File: config.mk
export PLATFORM = sky130hd
export DESIGN_NAME = arrival_time_capture_and_ranking
export DESIGN_NICKNAME = d
export VERILOG_FILES = /design/src/sv/atcr_pkg.sv /design/src/sv/arrival_time_capture_and_ranking.sv /design/src/sv/atcr_lanes.sv /design/src/sv/atcr_mdiv.sv
export VERILOG_INCLUDE_DIRS = /design/src /design/src/sv
export SDC_FILE = /design/constraint.sdc
export NUM_CORES = 1
export LEC_CHECK = 0
export ABC_CLOCK_PERIOD_IN_PS = 6100
export BUFFER_PORTS_ARGS = -buffer_cell sky130_fd_sc_hd__buf_2
export CORE_ASPECT_RATIO = 0.8
export CORE_MARGIN = 1
export CORE_UTILIZATION = 30
export CTS_BUF_LIST = sky130_fd_sc_hd__clkbuf_4 sky130_fd_sc_hd__clkbuf_8
export DETAILED_ROUTE_END_ITERATION = 12
export SYNTH_ARGS = -nofsm -noshare
export SYNTH_HDL_FRONTEND = slang
export SYNTH_SLANG_ARGS = --single-unit
File: constraint.sdc
create_clock -name aclk -period 6.1 [get_ports aclk]
set_clock_uncertainty 0.05 [all_clocks]
set_input_delay 1.22 -clock aclk [delete_from_list [all_inputs] [get_ports aclk]]
set_output_delay 1.22 -clock aclk [all_outputs]
set_load 0.02 [all_outputs]
File: src/sv/assert_macros.svh
// assertion macros shared by the top level and atcr_mdiv
`ifndef ASSERT_MACROS_SVH
`define ASSERT_MACROS_SVH

// same-cycle implication, checked at every clock edge out of reset
`define CHK_IMPLY(name, clk, rstn, ante, cons, msg) \
    name: assert property (@(posedge clk) disable iff (!(rstn)) (ante) |-> (cons)) \
        else $error(msg);

// next-cycle implication
`define CHK_NEXT(name, clk, rstn, ante, cons, msg) \
    name: assert property (@(posedge clk) disable iff (!(rstn)) (ante) |=> (cons)) \
        else $error(msg);

`endif

File: src/sv/atcr_pkg.sv
// shared types and constants for the arrival time capture and ranking block
`default_nettype none

package atcr_pkg;

    localparam int NUM_SENSORS_DEF = 5;
    localparam int TIME_W          = 32;
    localparam int CFG_W           = 28;
    localparam int BITCNT_W        = 5;
    localparam int IN_DATA_W       = 40;
    localparam int OUT_DATA_W      = 80;

    localparam logic [27:0]        FREQ_RESET = 28'd1000000;
    localparam logic signed [10:0] TEMP_RESET = 11'sd200;
    localparam logic [2:0]         MINV_RESET = 3'd3;
    localparam logic [2:0]         ORDER_NONE = 3'd7;
    // sound speed at 0 C in mm/s
    localparam logic [19:0]        SPEED_BASE = 20'd331500;

    typedef enum logic [1:0] {
        OP_CLEAR = 2'd0,
        OP_HIT   = 2'd1,
        OP_EVAL  = 2'd2
    } op_t;

    typedef enum logic [1:0] {
        REG_TIMER_FREQ = 2'd0,
        REG_AIR_TEMP   = 2'd1,
        REG_MIN_VALID  = 2'd2
    } reg_idx_t;

    typedef enum logic [1:0] {
        STAT_VALID   = 2'd0,
        STAT_MISSING = 2'd1,
        STAT_RANGE   = 2'd2
    } status_t;

    typedef enum logic [3:0] {
        ST_IDLE,
        ST_RANK_SHIFT,
        ST_RANK_SUM,
        ST_RANK_FIX,
        ST_OUT_CHECK,
        ST_OUT_MUL,
        ST_OUT_DIVINIT,
        ST_OUT_DIV,
        ST_OUT_LOAD
    } state_t;

    typedef struct packed {
        logic clear;
        logic wr_en;
        logic rot;
        logic start;
    } lane_ctl_t;

    typedef struct packed {
        logic start;
        logic mul_step;
        logic mul_bit;
        logic div_init;
        logic div_step;
    } mdiv_cmd_t;

    typedef struct packed {
        logic        any_fixed;
        logic        any_missing;
        logic        too_few;
        logic [2:0]  valid_count;
        logic [31:0] distance_um;
        logic [31:0] delay_count;
        logic [2:0]  arrival_rank;
        logic [1:0]  sensor_status;
        logic [2:0]  out_sensor;
    } result_t;

endpackage

`default_nettype wire

File: src/sv/arrival_time_capture_and_ranking.sv
// top level: arrival time capture, rank correction and per-sensor delay and distance
//
//  channel   dir   handshake          payload
//  s_        in    tvalid/tready      tuser opcode, tdata sensor_index and capture_count
//  m_        out   tvalid/tready      tdata result fields, tlast on final sensor
//  cfg_      in    we (no wait)       index, wdata
//
//  evaluate ranks each sensor with one 32-bit lane turn, a sum over the sensors and a fix step;
//  then each valid sensor goes through check, multiply, divide setup, divide and load,
//  and each other one through check and load only
//  reset is synchronous and active low, no clearing pass; m_tready low only holds loads
`default_nettype none

`include "assert_macros.svh"

module arrival_time_capture_and_ranking #(
    parameter int NUM_SENSORS = atcr_pkg::NUM_SENSORS_DEF
) (
    input  wire logic                                 aclk,
    input  wire logic                                 aresetn,
    input  wire logic                                 s_tvalid,
    output logic                                      s_tready,
    // sensor_index [2:0], capture_count [34:3], zero fill
    input  wire logic [atcr_pkg::IN_DATA_W-1:0]       s_tdata,
    // opcode [1:0]
    input  wire logic [1:0]                           s_tuser,
    output logic                                      m_tvalid,
    input  wire logic                                 m_tready,
    // out_sensor [2:0], sensor_status [4:3], arrival_rank [7:5], delay_count [39:8],
    // distance_um [71:40], valid_count [74:72], too_few [75], any_missing [76],
    // any_fixed [77], zero fill
    output logic [atcr_pkg::OUT_DATA_W-1:0]           m_tdata,
    output logic                                      m_tlast,
    input  wire logic                                 cfg_we,
    input  wire logic [1:0]                           cfg_index,
    input  wire logic [atcr_pkg::CFG_W-1:0]           cfg_wdata
);

    localparam int IW = $clog2(NUM_SENSORS);
    localparam int VW = $clog2(NUM_SENSORS + 1);
    localparam logic [IW-1:0] LAST_IDX = IW'(NUM_SENSORS - 1);
    localparam logic [atcr_pkg::BITCNT_W-1:0] LAST_BIT = atcr_pkg::BITCNT_W'(atcr_pkg::TIME_W - 1);

    atcr_pkg::state_t state_reg, state_next;

    logic [IW-1:0]                  cnt_reg, cnt_next;
    logic [IW-1:0]                  sum_idx_reg, sum_idx_next;
    logic [atcr_pkg::BITCNT_W-1:0]  bit_cnt_reg, bit_cnt_next;
    logic [2:0]                     rank_reg, rank_next;
    logic [IW-1:0]                  first_reg, first_next;
    logic [VW-1:0]                  valid_cnt_reg, valid_cnt_next;
    logic                           missing_reg, missing_next;
    logic                           fixed_reg, fixed_next;
    logic [2:0]                     order_cnt_reg, order_cnt_next;

    logic [atcr_pkg::CFG_W-1:0]     freq_reg;
    logic signed [10:0]             temp_reg;
    logic [2:0]                     minv_reg;

    logic [2:0]                     order_reg [NUM_SENSORS];
    logic [IW-1:0]                  ord_idx;
    logic [2:0]                     ord_rd;
    logic                           ord_we;
    logic                           ord_clear;
    logic [2:0]                     ord_wdata;
    logic [2:0]                     fix_ord;

    logic                           m_tvalid_reg, m_tvalid_next;
    atcr_pkg::result_t              out_data_reg;
    logic                           out_last_reg;
    atcr_pkg::result_t              res;
    logic                           out_load;
    logic                           out_free;

    atcr_pkg::lane_ctl_t            lane_ctl;
    atcr_pkg::mdiv_cmd_t            mdiv_cmd;
    logic [NUM_SENSORS-1:0]         gt;
    logic                           diff_bit;
    logic [atcr_pkg::TIME_W-1:0]    delay_val;
    logic [atcr_pkg::TIME_W-1:0]    dist_val;
    atcr_pkg::status_t              status;
    logic                           idx_ok;

    atcr_lanes #(
        .NUM_SENSORS (NUM_SENSORS)
    ) u_lanes (
        .aclk     (aclk),
        .aresetn  (aresetn),
        .ctl      (lane_ctl),
        .wr_idx   (ord_idx),
        .wr_data  (s_tdata[34:3]),
        .sel_a    (cnt_reg),
        .sel_b    (first_reg),
        .gt       (gt),
        .diff_bit (diff_bit)
    );

    atcr_mdiv u_mdiv (
        .aclk        (aclk),
        .aresetn     (aresetn),
        .cmd         (mdiv_cmd),
        .timer_freq  (freq_reg),
        .air_temp    (temp_reg),
        .delay_count (delay_val),
        .distance_um (dist_val)
    );

    // configuration registers
    always_ff @(posedge aclk) begin
        if (!aresetn) begin
            freq_reg <= atcr_pkg::FREQ_RESET;
            temp_reg <= atcr_pkg::TEMP_RESET;
            minv_reg <= atcr_pkg::MINV_RESET;
        end else if (cfg_we) begin
            case (cfg_index)
                atcr_pkg::REG_TIMER_FREQ: freq_reg <= cfg_wdata;
                atcr_pkg::REG_AIR_TEMP:   temp_reg <= signed'(cfg_wdata[10:0]);
                atcr_pkg::REG_MIN_VALID:  minv_reg <= cfg_wdata[2:0];
                default: ;
            endcase
        end
    end

    // arrival orders, one shared address for read and write
    assign ord_idx = (state_reg == atcr_pkg::ST_IDLE) ? IW'(s_tdata[2:0]) : cnt_reg;
    assign ord_rd  = order_reg[ord_idx];
    assign idx_ok  = int'(s_tdata[2:0]) < NUM_SENSORS;

    always_ff @(posedge aclk) begin
        if (!aresetn || ord_clear) begin
            for (int i = 0; i < NUM_SENSORS; i++) begin
                order_reg[i] <= atcr_pkg::ORDER_NONE;
            end
        end else if (ord_we) begin
            order_reg[ord_idx] <= ord_wdata;
        end
    end

    always_comb begin
        if (ord_rd == atcr_pkg::ORDER_NONE) begin
            status = atcr_pkg::STAT_MISSING;
        end else if (int'(ord_rd) < NUM_SENSORS) begin
            status = atcr_pkg::STAT_VALID;
        end else begin
            status = atcr_pkg::STAT_RANGE;
        end
    end

    always_ff @(posedge aclk) begin
        if (!aresetn) begin
            state_reg     <= atcr_pkg::ST_IDLE;
            order_cnt_reg <= '0;
            m_tvalid_reg  <= 1'b0;
        end else begin
            state_reg     <= state_next;
            order_cnt_reg <= order_cnt_next;
            m_tvalid_reg  <= m_tvalid_next;
        end
    end

    always_ff @(posedge aclk) begin
        cnt_reg       <= cnt_next;
        sum_idx_reg   <= sum_idx_next;
        bit_cnt_reg   <= bit_cnt_next;
        rank_reg      <= rank_next;
        first_reg     <= first_next;
        valid_cnt_reg <= valid_cnt_next;
        missing_reg   <= missing_next;
        fixed_reg     <= fixed_next;
        if (out_load) begin
            out_data_reg <= res;
            out_last_reg <= (cnt_reg == LAST_IDX);
        end
    end

    assign out_free = !m_tvalid_reg || m_tready;

    always_comb begin
        state_next     = state_reg;
        cnt_next       = cnt_reg;
        sum_idx_next   = sum_idx_reg;
        bit_cnt_next   = bit_cnt_reg;
        rank_next      = rank_reg;
        first_next     = first_reg;
        valid_cnt_next = valid_cnt_reg;
        missing_next   = missing_reg;
        fixed_next     = fixed_reg;
        order_cnt_next = order_cnt_reg;
        s_tready       = 1'b0;
        lane_ctl       = '0;
        mdiv_cmd       = '0;
        ord_we         = 1'b0;
        ord_clear      = 1'b0;
        ord_wdata      = ord_rd;
        fix_ord        = ord_rd;
        out_load       = 1'b0;

        case (state_reg)
            atcr_pkg::ST_IDLE: begin
                s_tready = 1'b1;
                if (s_tvalid) begin
                    case (s_tuser)
                        atcr_pkg::OP_CLEAR: begin
                            lane_ctl.clear = 1'b1;
                            ord_clear      = 1'b1;
                            order_cnt_next = '0;
                        end
                        atcr_pkg::OP_HIT: begin
                            if (idx_ok && ord_rd == atcr_pkg::ORDER_NONE) begin
                                lane_ctl.wr_en = 1'b1;
                                ord_we         = 1'b1;
                                ord_wdata      = order_cnt_reg;
                                order_cnt_next = order_cnt_reg + 3'd1;
                            end
                        end
                        atcr_pkg::OP_EVAL: begin
                            lane_ctl.start = 1'b1;
                            cnt_next       = '0;
                            bit_cnt_next   = '0;
                            first_next     = '0;
                            valid_cnt_next = '0;
                            missing_next   = 1'b0;
                            fixed_next     = 1'b0;
                            state_next     = atcr_pkg::ST_RANK_SHIFT;
                        end
                        default: ;
                    endcase
                end
            end
            atcr_pkg::ST_RANK_SHIFT: begin
                lane_ctl.rot = 1'b1;
                bit_cnt_next = bit_cnt_reg + 1'b1;
                if (bit_cnt_reg == LAST_BIT) begin
                    sum_idx_next = '0;
                    rank_next    = '0;
                    state_next   = atcr_pkg::ST_RANK_SUM;
                end
            end
            atcr_pkg::ST_RANK_SUM: begin
                rank_next    = rank_reg + 3'(gt[sum_idx_reg]);
                sum_idx_next = sum_idx_reg + 1'b1;
                if (sum_idx_reg == LAST_IDX) begin
                    state_next = atcr_pkg::ST_RANK_FIX;
                end
            end
            atcr_pkg::ST_RANK_FIX: begin
                if (ord_rd == atcr_pkg::ORDER_NONE) begin
                    missing_next = 1'b1;
                end else if (ord_rd != rank_reg) begin
                    fixed_next = 1'b1;
                    ord_we     = 1'b1;
                    ord_wdata  = rank_reg;
                    fix_ord    = rank_reg;
                end
                if (fix_ord != atcr_pkg::ORDER_NONE && int'(fix_ord) < NUM_SENSORS) begin
                    valid_cnt_next = valid_cnt_reg + 1'b1;
                    if (fix_ord == 3'd0) begin
                        first_next = cnt_reg;
                    end
                end
                if (cnt_reg == LAST_IDX) begin
                    cnt_next   = '0;
                    state_next = atcr_pkg::ST_OUT_CHECK;
                end else begin
                    cnt_next       = cnt_reg + 1'b1;
                    bit_cnt_next   = '0;
                    lane_ctl.start = 1'b1;
                    state_next     = atcr_pkg::ST_RANK_SHIFT;
                end
            end
            atcr_pkg::ST_OUT_CHECK: begin
                if (status == atcr_pkg::STAT_VALID) begin
                    lane_ctl.start = 1'b1;
                    mdiv_cmd.start = 1'b1;
                    bit_cnt_next   = '0;
                    state_next     = atcr_pkg::ST_OUT_MUL;
                end else begin
                    state_next = atcr_pkg::ST_OUT_LOAD;
                end
            end
            atcr_pkg::ST_OUT_MUL: begin
                lane_ctl.rot      = 1'b1;
                mdiv_cmd.mul_step = 1'b1;
                mdiv_cmd.mul_bit  = diff_bit;
                bit_cnt_next      = bit_cnt_reg + 1'b1;
                if (bit_cnt_reg == LAST_BIT) begin
                    state_next = atcr_pkg::ST_OUT_DIVINIT;
                end
            end
            atcr_pkg::ST_OUT_DIVINIT: begin
                mdiv_cmd.div_init = 1'b1;
                bit_cnt_next      = '0;
                state_next        = atcr_pkg::ST_OUT_DIV;
            end
            atcr_pkg::ST_OUT_DIV: begin
                mdiv_cmd.div_step = 1'b1;
                bit_cnt_next      = bit_cnt_reg + 1'b1;
                if (bit_cnt_reg == LAST_BIT) begin
                    state_next = atcr_pkg::ST_OUT_LOAD;
                end
            end
            atcr_pkg::ST_OUT_LOAD: begin
                if (out_free) begin
                    out_load = 1'b1;
                    if (cnt_reg == LAST_IDX) begin
                        state_next = atcr_pkg::ST_IDLE;
                    end else begin
                        cnt_next   = cnt_reg + 1'b1;
                        state_next = atcr_pkg::ST_OUT_CHECK;
                    end
                end
            end
            default: begin
                state_next = atcr_pkg::ST_IDLE;
            end
        endcase
    end

    always_comb begin
        res.out_sensor    = 3'(cnt_reg);
        res.sensor_status = status;
        res.arrival_rank  = ord_rd;
        res.delay_count   = (status == atcr_pkg::STAT_VALID) ? delay_val : '0;
        res.distance_um   = (status == atcr_pkg::STAT_VALID) ? dist_val : '0;
        res.valid_count   = 3'(valid_cnt_reg);
        res.too_few       = int'(valid_cnt_reg) < int'(minv_reg);
        res.any_missing   = missing_reg;
        res.any_fixed     = fixed_reg;
    end

    always_comb begin
        if (out_load) begin
            m_tvalid_next = 1'b1;
        end else if (m_tready) begin
            m_tvalid_next = 1'b0;
        end else begin
            m_tvalid_next = m_tvalid_reg;
        end
    end

    assign m_tvalid = m_tvalid_reg;
    assign m_tdata  = {2'b00, out_data_reg};
    assign m_tlast  = out_last_reg;

    `CHK_IMPLY(a_busy_until_last, aclk, aresetn, m_tvalid && m_tready && !m_tlast, state_reg != atcr_pkg::ST_IDLE, "result taken before the last while block idle")
    `CHK_NEXT(a_nothing_after_last, aclk, aresetn, m_tvalid && m_tready && m_tlast, !m_tvalid, "result pending after the final sensor")
    `CHK_IMPLY(a_first_has_order_zero, aclk, aresetn, state_reg == atcr_pkg::ST_OUT_CHECK && valid_cnt_reg != '0, order_reg[first_reg] == 3'd0, "reference sensor without order zero")

endmodule

`default_nettype wire

File: src/sv/atcr_lanes.sv
// capture time shift lanes with bit-serial compare and subtract
`default_nettype none

module atcr_lanes #(
    parameter int NUM_SENSORS = atcr_pkg::NUM_SENSORS_DEF
) (
    input  wire logic                                    aclk,
    input  wire logic                                    aresetn,
    input  wire atcr_pkg::lane_ctl_t                     ctl,
    input  wire logic [$clog2(NUM_SENSORS)-1:0]          wr_idx,
    input  wire logic [atcr_pkg::TIME_W-1:0]             wr_data,
    input  wire logic [$clog2(NUM_SENSORS)-1:0]          sel_a,
    input  wire logic [$clog2(NUM_SENSORS)-1:0]          sel_b,
    output logic [NUM_SENSORS-1:0]                       gt,
    output logic                                         diff_bit
);

    logic [atcr_pkg::TIME_W-1:0] time_reg [NUM_SENSORS];
    logic [NUM_SENSORS-1:0]      gt_reg;
    logic                        borrow_reg;
    logic [NUM_SENSORS-1:0]      lane_bit;
    logic                        a_bit;
    logic                        b_bit;

    always_comb begin
        for (int i = 0; i < NUM_SENSORS; i++) begin
            lane_bit[i] = time_reg[i][0];
        end
    end

    assign a_bit    = lane_bit[sel_a];
    assign b_bit    = lane_bit[sel_b];
    assign diff_bit = a_bit ^ b_bit ^ borrow_reg;
    assign gt       = gt_reg;

    // lsb first rotation, a full turn leaves every lane as it was
    always_ff @(posedge aclk) begin
        if (!aresetn || ctl.clear) begin
            for (int i = 0; i < NUM_SENSORS; i++) begin
                time_reg[i] <= '1;
            end
        end else if (ctl.wr_en) begin
            time_reg[wr_idx] <= wr_data;
        end else if (ctl.rot) begin
            for (int i = 0; i < NUM_SENSORS; i++) begin
                time_reg[i] <= {time_reg[i][0], time_reg[i][atcr_pkg::TIME_W-1:1]};
            end
        end
    end

    // higher differing bits arrive later and override
    always_ff @(posedge aclk) begin
        if (ctl.start) begin
            gt_reg     <= '0;
            borrow_reg <= 1'b0;
        end else if (ctl.rot) begin
            for (int i = 0; i < NUM_SENSORS; i++) begin
                gt_reg[i] <= (a_bit != lane_bit[i]) ? a_bit : gt_reg[i];
            end
            borrow_reg <= (~a_bit & b_bit) | (~(a_bit ^ b_bit) & borrow_reg);
        end
    end

endmodule

`default_nettype wire

File: src/sv/atcr_mdiv.sv
// serial multiply by sound speed and restoring division by timer frequency
`default_nettype none

`include "assert_macros.svh"

module atcr_mdiv (
    input  wire logic                              aclk,
    input  wire logic                              aresetn,
    input  wire atcr_pkg::mdiv_cmd_t               cmd,
    input  wire logic [atcr_pkg::CFG_W-1:0]        timer_freq,
    input  wire logic signed [10:0]                air_temp,
    output logic [atcr_pkg::TIME_W-1:0]            delay_count,
    output logic [atcr_pkg::TIME_W-1:0]            distance_um
);

    logic [19:0] temp_ext;
    logic [19:0] speed_sum;
    logic [18:0] speed_reg;
    logic [28:0] speed_k;
    logic [28:0] k_reg;
    logic [29:0] mul_sum;
    logic [28:0] acc_reg;
    logic [31:0] lo_reg;
    logic [31:0] delay_reg;
    logic [27:0] rem_reg;
    logic        sat_reg;
    logic [28:0] freq_ext;
    logic [28:0] div_trial;
    logic        div_ge;

    // speed in mm/s, then times 1000 for micrometres
    assign temp_ext  = {{9{air_temp[10]}}, air_temp};
    assign speed_sum = atcr_pkg::SPEED_BASE + (temp_ext << 6) - (temp_ext << 2) + temp_ext;
    assign speed_k   = {speed_reg, 10'b0} - {6'b0, speed_reg, 4'b0} - {7'b0, speed_reg, 3'b0};

    always_ff @(posedge aclk) begin
        speed_reg <= speed_sum[18:0];
        k_reg     <= speed_k;
    end

    assign mul_sum   = {1'b0, acc_reg} + (cmd.mul_bit ? {1'b0, k_reg} : 30'd0);
    assign freq_ext  = {1'b0, timer_freq};
    assign div_trial = {rem_reg, lo_reg[31]};
    assign div_ge    = div_trial >= freq_ext;

    always_ff @(posedge aclk) begin
        if (cmd.start) begin
            acc_reg <= '0;
        end else if (cmd.mul_step) begin
            acc_reg   <= mul_sum[29:1];
            lo_reg    <= {mul_sum[0], lo_reg[31:1]};
            delay_reg <= {cmd.mul_bit, delay_reg[31:1]};
        end else if (cmd.div_init) begin
            sat_reg <= (timer_freq == '0) || (acc_reg >= freq_ext);
            rem_reg <= acc_reg[27:0];
        end else if (cmd.div_step) begin
            rem_reg <= div_ge ? 28'(div_trial - freq_ext) : div_trial[27:0];
            lo_reg  <= {lo_reg[30:0], div_ge};
        end
    end

    assign delay_count = delay_reg;
    assign distance_um = sat_reg ? '1 : lo_reg;

    `CHK_IMPLY(a_rem_below_divisor, aclk, aresetn, cmd.div_step && !sat_reg, rem_reg < timer_freq, "partial remainder not below divisor")

endmodule

`default_nettype wire
Word-level counts from Yosys, hierarchy flattened. Memory sizes are Yosys's and may differ from the RTL's. Index checks and enable logic that the tools add are counted.

Register bits after elaboration: 327. Memories: 2. Memory bits (writable): 175. Output and inout bits: 83.

$lt $le $gt $ge: 9. Equal/unequal tests: 40. Reductions and logical operators: 47. Bitwise gates (word level): 14. Multiplexer cells: 114. Add/subtract/negate cells: 13.

Memory list: u_lanes.time_reg (depth 5, bits a word 32, rd ports 5, clocked after memory_dff 0, wr ports 5, RTL line atcr_lanes.sv:18) `logic [atcr_pkg::TIME_W-1:0] time_reg [NUM_SENSORS];`; order_reg (depth 5, bits a word 3, rd ports 1, clocked after memory_dff 0, wr ports 5, RTL line arrival_time_capture_and_ranking.sv:60) `logic [2:0] order_reg [NUM_SENSORS];`.

Operators by type and width (number): $mux 32 (10); $mux 28 (3); $mux 3 (22); $ge 29x28->1 (2); $mux 1 (45); $pmux 3 s2 (6); $pmux 4 s9 (1); $mux 4 (8); $reduce_or 32->1 (1); $add 29x30->30 (1); $ne 2x2->1 const B (15); $mux 29 (1); $sub 29x22->29 (1); $sub 29x23->29 (1); $logic_not 28->1 (1); $sub 28x28->28 (1); $pmux 5 s5 (1); $mux 5 (4); $reduce_and 2->1 (10); $reduce_and 5->1 (4); $add 19x19->19 (1); $add 19x19->19 const A (1); $sub 19x19->19 (1); $eq 4x3->1 const B (4); other kinds (40) (92).

Depth between registers and ports, before layout. An unclocked memory read counts as a cell.

Depth in word-level cells: 14. Depth in mapped cells: 20.

Cells and area by module. Synthesis repeated with hierarchy kept, for this count alone.

Cell total of the unflattened synthesis: 2457. Area, all modules: 27355.0 sq um.

By module, submodules not included: atcr_mdiv (cells an instance 1323, seq. area each 4274.1 sq um, instances 1, area an instance 12489.5 sq um); arrival_time_capture_and_ranking (cells an instance 718, seq. area each 4754.6 sq um, instances 1, area an instance 8017.7 sq um); atcr_lanes (cells an instance 416, seq. area each 4924.7 sq um, instances 1, area an instance 6847.8 sq um).

Worst setup path before layout. OpenSTA, ideal clock, no wires.

Path kind: input to register. From: input m_tready. To: register out_data_reg, in the netlist m_tdata[0], enable pin. Data arrival time: 4.793 ns. Setup slack: 0.731 ns. Cell stages on the path: 2. Library setup time: 0.526 ns. Cells stage by stage: nor2b_1 -> nor2b_1.

Longest elaborated chain between the ends: 3.

Ends and longest elaborated chain: from (decl) (RTL line arrival_time_capture_and_ranking.sv:28) `input wire logic m_tready,`; $logic_or 1x1->1 (RTL line arrival_time_capture_and_ranking.sv:176) `assign out_free = !m_tvalid_reg || m_tready;`; $mux 1 (RTL line arrival_time_capture_and_ranking.sv:303) `if (out_free) begin`; $mux 1 (RTL line arrival_time_capture_and_ranking.sv:198) `case (state_reg)`; to (signal assigned) (RTL line arrival_time_capture_and_ranking.sv:171) `out_data_reg <= res;`; to (decl) (RTL line arrival_time_capture_and_ranking.sv:69) `atcr_pkg::result_t out_data_reg;`.

No other way between the ends. A chain may end at the register's enable or synchronous reset.

==> flow_summary.toml <==
[timing]
maxSlewViolCount = 0
final-hold-violation-count = 0
slew_headroom_pct = 24.9
worst_slew_pin_slew_ns = 1.13
post-route-period-util_pct = 89.8
rsz0062_at_grt = "no"
tns_ns = 0
timing.fmax_ghz = 0.183
setup_violations = 0
finalCriticalPeriod_ns = 5.48

[floorplan]
boundaryPins = 160
fp.coreArea_um2 = 87400
initial_core_util_pct = 30.3
rows = 97
die_h_um = 268
die_area_um2 = 89400
die_x_um = 334

[clock_tree]
cts_max_path_buffers = 3
cts.sinks = 508
clkSlewWorstSetupHoldPaths_ns = 0.06
root_buffer = "clkbuf_8"
insertion_delay_ns = 0.68
cts_hold_buf = 0
cts_buffers = 87
cts_setup_buffers = 0
htree_levels = 3
cts_tree = "done"
post_cts_resized = 0

[grt]
grt_overflow = 0
grt_max_degree = 96
first_global_vias = 17935
grt_pass1_wl_mm = 103
grt_util_all_layers_pct = 14.5
antenna_found_initial = 11

[detailed_routing]
drt_first_pass_iters = 6
drc_errors = 0
antenna_left = 0
vias = 18853
drt_iter0_drc = 1474
via_per_inst = 4.94
finalWirelength_mm = 65.8
avgRoutedWirePerCell_um = 17.2

[power]
ir_drop_v = 0.000233
p_leak_nw = 11.1
p_per_area_nw_per_um2 = 424

[synthesis]
async_reset_ff_share_pct = 0
seq_area_frac_synth_pct = 52.7
synth_top_cells_by_area = "edfxtp_1, dfxtp_1, ha_1"
synthFlopType = "edfxtp_1"
netlist.area_leader.share_pct = 42.9
syn_inst = 2438
ys_ff_latch = 508
avgSynthCellArea_um2 = 10.9
synth_top_area_cell = "edfxtp_1"
yosysWarningCount = 0
synth-edff-count = 378
synth_cell_type_count = 81
syn_area_um2 = 26500

[finish]
final_area_um2 = 30400
layout_commonest_cell = "edfxtp_1"
final_core_util_pct = 34.8
seqCellArea_um2 = 14000
layout.nets = 2866
nFillCells = 8795
largest_reg_flops = 160
multi_input_area_um2 = 11600
drive_gt1_share_pct = 13.9
mostFrequentLayoutCells = "edfxtp_1, nand2_1, ha_1"
area_growth_pct = 14.9

[setup_path]
start_kind = "register"
required_ns = 6.61
r2r_slack_ns = 0.62
path_class = "register to register"
r2r_cells = 18
endpoint_kind = "register"
cp_max_fo = 24
r2r_end = "u_mdiv.acc_reg[26]"
endpoint = "u_mdiv.acc_reg[26]"
crit_arrival_ns = 5.99
startpoint = "u_lanes.time_reg[3][0]"
r2r_start = "u_lanes.time_reg[3][0]"

[hold_path]
worstHoldPathType = "register to register"
min_from = "fixed_reg"

[placed_design]
gp_congestion = 0.877
place_hpwl_mm = 45.9
port_buffers = 152
dpl_cell_area_um2 = 28500

[flow_run]
cap_violations = 0

[run_status]
status = "complete, no violations"
synthesized netlist by cell type (6+ instances only):
cell / n
a21boi_0: 37
a211oi_1: 16
a31oi_1: 40
dfxtp_1: 130
edfxtp_1: 378
o21ai_0: 64
fa_1: 22
nand4_1: 14
xnor2_1: 55
o22a_1: 160
or2_2: 6
a21oi_1: 107
nor4_1: 21
nor2_1: 152
and3_1: 21
xor2_1: 33
nand2_1: 344
nand3_1: 23
buf_2: 6
o21bai_1: 13
a21o_1: 32
o211ai_1: 19
ha_1: 163
nand2b_1: 9
mux2i_1: 22
clkbuf_1: 100
a2111oi_0: 7
o21a_1: 53
o31ai_1: 7
nand3b_1: 10
nor3_1: 45
nor2b_1: 23
and2_1: 65
inv_1: 129
or3_1: 14
per-stage QoR:
| step | setup slack [ns] | cells | hold slack, ns | power, mW |
|---|---|---|---|---|
| 2_1_floorplan | 0.731 | 2439 | 0.318 | 8.26 |
| 3_3_place_gp | 0.662 | 3653 | 0.364 | 9.60 |
| 3_5_place_dp | 0.647 | 3653 | 0.373 | 9.64 |
| 4_1_cts | 0.656 | 3814 | 0.377 | 13.0 |
| 5_1_grt | 0.157 | 3815 | 0.390 | 13.7 |
| 6_report | 0.624 | 3818 | 0.383 | 12.9 |
worst min-delay path by stage:
stage / end / cells past startpoint
finish: m_tdata[77] / 0
global route: u_mdiv.delay_count[2] / 0
CTS: u_mdiv.delay_count[4] / 0
detailed placement: m_tdata[77] / 0
global placement: m_tdata[77] / 0
floorplan: u_mdiv.speed_reg[0] / 0
layout make-up:
| class | count | area share (%) |
|---|---|---|
| diodes | 4 | 0.0329 |
| clock inverters | 38 | 1.05 |
| flip-flops and latches | 508 | 45.9 |
| multi-input cells | 1682 | 38.1 |
| well taps | 1138 | 4.68 |
| repair buffers | 190 | 3.48 |
| inverters | 135 | 1.68 |
| clock buffers | 123 | 5.05 |
kinds of logic (layout without fill, tap and decap cells):
group / Yosys count / in the layout / synth area share [%]
compound gates: 610 / 610 / 16.6
xor+xnor: 88 / 88 / 2.91
simple gates: 768 / 768 / 13.4
mux: 29 / 29 / 1.27
other cells: 1 / 6 / 0.0142
flops: 508 / 508 / 52.7
buf+inv: 249 / 486 / 3.66
fa+ha+maj: 185 / 185 / 9.37
per-layer routing:
| metal | GRT usage [%] | share of wire (%) |
|---|---|---|
| met3 | 3.08 | 6.0 |
| met5 | 0 | 0.10 |
| met4 | 4.29 | 2.2 |
| met2 | 20.3 | 40 |
| met1 | 22.0 | 52 |
power by group:
group / leakage, nW / switching [mW] / internal [mW]
Sequential: 4.14 / 0.327 / 4.40
Combinational: 6.00 / 3.02 / 1.85
Clock: 0.990 / 1.48 / 1.82
Total: 11.1 / 4.82 / 8.07
critical path, stage by stage, from the launching register on:
cell	delay (ns)
edfxtp_1	0.44
mux4_2	0.48
nor2b_1	0.14
a41oi_1	0.27
inv_1	0.11
fa_1	0.48
and3_1	0.19
buf_4	0.20
and2_1	0.18
ha_1	0.36
nand2_1	0.09
nor3_1	0.24
o211ai_1	0.17
o311ai_0	0.65
a21oi_1	0.19
o21ai_0	0.38
a41oi_1	0.30
mux2i_1	0.18
a221o_1	0.26
No activity file was read; power rests on OpenSTA's default activity.
